--- src/rtl/mpsc_ram.sv ---
`timescale 1ns / 1ps
// ----------------------------------------------------------------------------
// mpsc_ram
// Generic single-write, single-read RAM with registered read data.
// ----------------------------------------------------------------------------
module mpsc_ram #(
    parameter int WIDTH = 8,
    parameter int DEPTH = 4
) (
    input  logic                                       i_clk,
    input  logic                                       i_we,
    input  logic [((DEPTH > 1) ? $clog2(DEPTH) : 1)-1:0] i_waddr,
    input  logic [WIDTH-1:0]                           i_wdata,
    input  logic                                       i_re,
    input  logic [((DEPTH > 1) ? $clog2(DEPTH) : 1)-1:0] i_raddr,
    output logic [WIDTH-1:0]                           o_rdata
);

    logic [WIDTH-1:0] r_mem [DEPTH];
    logic [WIDTH-1:0] r_rdata;

    always_ff @(posedge i_clk) begin
        if (i_we) begin
            r_mem[i_waddr] <= i_wdata;
        end
        if (i_re) begin
            r_rdata <= r_mem[i_raddr];
        end
    end

    assign o_rdata = r_rdata;

endmodule

--- config.mk ---
export PLATFORM = sky130hd
export DESIGN_NAME = mpsc_ram
export DESIGN_NICKNAME = d
export VERILOG_FILES = /design/src/rtl/mpsc_ram.sv
export SDC_FILE = /design/constraint.sdc
export NUM_CORES = 1
export LEC_CHECK = 0
export ABC_AREA = 1
export BUFFER_PORTS_ARGS = -buffer_cell sky130_fd_sc_hd__buf_2
export CAP_MARGIN = 20
export CORE_ASPECT_RATIO = 0.6
export CORE_MARGIN = 5
export CORE_UTILIZATION = 50
export CTS_CLUSTER_DIAMETER = 100
export DETAILED_ROUTE_END_ITERATION = 10
export PLACE_DENSITY = 0.74
export SYNTH_ARGS = -nofsm -noshare
export SYNTH_HDL_FRONTEND = slang
export SYNTH_SLANG_ARGS = --single-unit
--- constraint.sdc ---
create_clock -name i_clk -period 1.3 [get_ports i_clk]
set_clock_uncertainty 0.2 [all_clocks]
set_input_delay 0.13 -clock i_clk [delete_from_list [all_inputs] [get_ports i_clk]]
set_output_delay 0.13 -clock i_clk [all_outputs]
set_load 0.05 [all_outputs]
# Word level (Yosys, flattened, before mapping)
# Memories as Yosys holds them, arrays and structs flattened. A register that Yosys moved wholly into a read port is not among the register bits.
# Index checks and enable logic that the tools add are counted.
[op_classes]
n_mux = 2
[ops]
columns = ["operator", "n"]
rows = [
  ["1-bit 2-to-1 mux", 2],
]
[word_totals]
ff_bits = 0
ram_bits = 32
output_inout_bits = 8
mem_count = 1
[mem_list]
columns = ["name", "depth", "width", "rd", "rd_ports_with_merged_regs", "wr", "line_no", "text"]
rows = [
  ["r_mem", 4, 8, 1, 1, 1, "19", "logic [WIDTH-1:0] r_mem [DEPTH];"],
]

# Depth between registers and ports, before layout
[logic_depth]
word_depth = 2
mapped_depth = 6
mapped_depth_nobuf = 4

# Worst setup path before layout
# Ideal clock, no wire load.
[synth_timing]
path_kind = "in2reg"
from = "input port i_waddr[0] (netlist name)"
to = "memory r_mem[3][0], enable pin"
setup_ps = 383
arrival_time_ps = 810
required_ps = 717
slack_ps = -93
stages = 2
path_buffers = 0
path_cell_list = "inv_1 nor3_1"
[synth_lines]
columns = ["item", "line_no", "text"]
rows = [
  ["start, declared", "12", "input logic [((DEPTH > 1) ? $clog2(DEPTH) : 1)-1:0] i_waddr,"],
  ["end, declared", "19", ""],
]
# No word-level cell before the write port.

# Worst setup path in the final report
[layout_timing]
from = "register r_rdata[0] (netlist: o_rdata[0]), read port of r_mem"
to = "output port o_rdata[0]"
[layout_lines]
columns = ["item", "line_no", "text"]
rows = [
  ["start, declared", "20", "logic [WIDTH-1:0] r_rdata;"],
  ["end, declared", "16", "output logic [WIDTH-1:0] o_rdata"],
]
# No word-level cell between the ends.

==> results.json <==
{
  "holdPathStages": 3,
  "finalCriticalPeriod_ps": 1205,
  "fin_nets": 195,
  "synthCells": 141,
  "reg2reg_depth": 4,
  "path_cells": "buf_2",
  "async_flop_share_pct": 0,
  "dpl.cell_count": 209,
  "slew_viol_final": 0,
  "status": "complete, no violations",
  "startpoint_type": "flop",
  "min_period_over_period_pct": 92.73,
  "cts_tree": "built",
  "reg2reg_slack_ps": 190,
  "io_buffers": 22,
  "syn-num-nets": 156,
  "dpl_cell_area_um2": 1807,
  "fin_cells": 226,
  "first_global_vias": 1029,
  "cts-root-buf": "clkbuf_8",
  "clock_path_buffers": 2,
  "leakagePower_nw": 0.9160,
  "p_sw_share_pct": 22.08,
  "holdWs_ps": 133.7,
  "drt_iter0_drc": 78,
  "hold_end": "r_mem[2][4]",
  "antenna_cells": 0,
  "p_int_w": 0.002153,
  "ys_ff_latch": 40,
  "final_area_um2": 2004,
  "first_pass_iters": 5,
  "seq_power_share_pct": 54.8,
  "post_cts_buffers": 0,
  "hold_viol_final": 0,
  "path_delay_family": "flip-flops",
  "start_util_pct": 50.82,
  "p_per_area_nw_per_um2": 1378,
  "die_y_um": 54.20,
  "cp-end-kind": "output pin",
  "slowest_stage": "edfxtp_1",
  "track_usage_pct": 15.49,
  "synth_top_area_cell": "edfxtp_1",
  "power.switching_w": 0.0006101,
  "path_buf_inv": 1,
  "grt_max_degree": 18,
  "r2r_end": "o_rdata[6]",
  "synth_top_cell_area_share_pct": 73.79,
  "cts.sinks": 40,
  "slew_headroom_pct": 78.91,
  "rows": 16,
  "cts-resized-gates": 0,
  "io_pins": 23,
  "ir_worst_vdd_uv": 885.8,
  "criticalPathCategory": "reg2out",
  "max_freq_mhz": 829.6,
  "gp_congestion": 0.9386,
  "comb_power_share_pct": 9.8,
  "drc": 0,
  "grt_first_pass_wirelength_mm": 5.050,
  "pwr-share-clk_pct": 35.4,
  "yosys_warnings": 0,
  "synth_commonest_cells": "40 x edfxtp_1, 40 x nand2_1, 36 x inv_1",
  "dp_hpwl_mm": 2.050,
  "htreeDepth": 2,
  "layout-drive-gt1-share_pct": 20.44,
  "insertion_delay_ps": 290,
  "dieArea_um2": 4534,
  "worstHoldStart": "i_waddr[0]",
  "max_stage_delay_ps": 370,
  "synthTopCellsByArea": "edfxtp_1 74%, nand2_1 9.2%, inv_1 8.3%, nand3_1 4.9%, buf_6 1.4%",
  "cts-buffers-inserted": 5,
  "crit_required_ps": 970,
  "synth_top_flop_cell": "edfxtp_1",
  "design.core.area_um2": 3203,
  "synth_edf_count": 40,
  "die_w_um": 83.66,
  "ys_seq_area_share_pct": 73.79,
  "antenna_found_initial": 0,
  "postRouteAntennaNets": 0,
  "setup-violations-final": 0,
  "routedWlPerCell_um": 13.21,
  "wirelength_mm": 2.985,
  "r2r-start": "r_mem[1][6]",
  "vias_per_cell": 4.527,
  "rsz0062_at_grt": "no",
  "syn-cell-area_um2": 1628,
  "area_growth_pct": 23.14,
  "cap_violations": 0,
  "vias": 1023,
  "power_w": 0.002763,
  "postSynthAreaPerCell_um2": 11.54,
  "hp-class": "in2reg",
  "gr-total-overflow": 0,
  "clkTransAtPathRegs_ps": 70,
  "critPathArrivalTime_ps": 880,
  "worst_pin_slew_ps": 316.4,
  "path_max_fanout": 1,
  "ys_types": 9
}
==> worst min-delay path, delay by kind of cell <==
family / cells / cell delay [ps]
buffers and inverters: 2 / 270
AND/OR/NAND/NOR: 1 / 50
==> power groups by stage <==
stage	clock network (W)	registers, W	logic, W
2_1_floorplan	0	0.00161	0.000101
4_1_cts	0.000999	0.00151	0.000273
3_3_place_gp	0	0.00154	0.000242
3_5_place_dp	0	0.00154	0.000251
5_1_grt	0.00106	0.00152	0.000301
6_report	0.000979	0.00151	0.000271
==> per-stage QoR <==
step           setup TNS, ps  setup slack (ps)  utilization [%]
3_5_place_dp               0             109.5            56.41
6_report                   0             94.56            62.58
3_3_place_gp               0             139.8            56.41
2_1_floorplan          -1349            -87.75                -
5_1_grt                    0             52.08            62.58
4_1_cts                    0             81.23            62.58
==> placed cells by master, fill, tap and decap left out, drive strengths merged <==
cell          n
nand2        40
edfxtp       40
inv          37
buf          27
nand3        16
dlygate4sd3   9
clkbuf        6
nor3          4
clkinv        1
bufinv        1
==> area by class of cell <==
type / instances / area, um^2
tap: 45 / 56.30
clock buffer: 6 / 72.57
fill: 264 / 1199
multi-input combinational: 60 / 260.3
timing repair buffer: 36 / 237.7
inverter: 37 / 141.4
sequential: 40 / 1201
clock inverter: 2 / 35.03
==> per-layer routing <==
layer | track usage, % | routed length [um] | vias up
met5 | 0 | 0 | -
met4 | 7.219 | 30 | 0
met3 | 5.199 | 234 | 2
met2 | 24.01 | 1310 | 40
met1 | 20.12 | 1410 | 459
li1 | - | - | 522
==> worst max path at each step <==
stage                     from          end  slack [ps]  depth (start not counted)
floorplan           i_waddr[1]  r_mem[2][0]         -90                          2
global placement    i_waddr[1]  r_mem[2][2]         140                          4
detailed placement  i_waddr[1]  r_mem[2][2]         110                          4
CTS                 o_rdata[0]   o_rdata[0]          80                          1
global route        o_rdata[0]   o_rdata[0]          50                          1
finish              o_rdata[0]   o_rdata[0]          90                          1
==> cells by family (layout without fill, tap and decap cells) <==
| logic type | after synthesis | count (layout) | share of synthesized area (%) |
|---|---|---|---|
| and+or+nand+nor | 60 | 60 | 15.37 |
| DFF | 40 | 40 | 73.79 |
| buffers and inverters | 41 | 81 | 10.84 |
==> repair_timing <==
| action | CTS | global route |
|---|---|---|
| endpoints found under the hold margin | 40 | 0 |
| setup endpoints to repair | 0 | 0 |
| hold buffers | 9 | 0 |
==> sequential cells by signal, summed over array words and instances, names as in the netlist <==
register,flops
r_mem,32
o_rdata,8
Power figures use the tool's default switching activity.
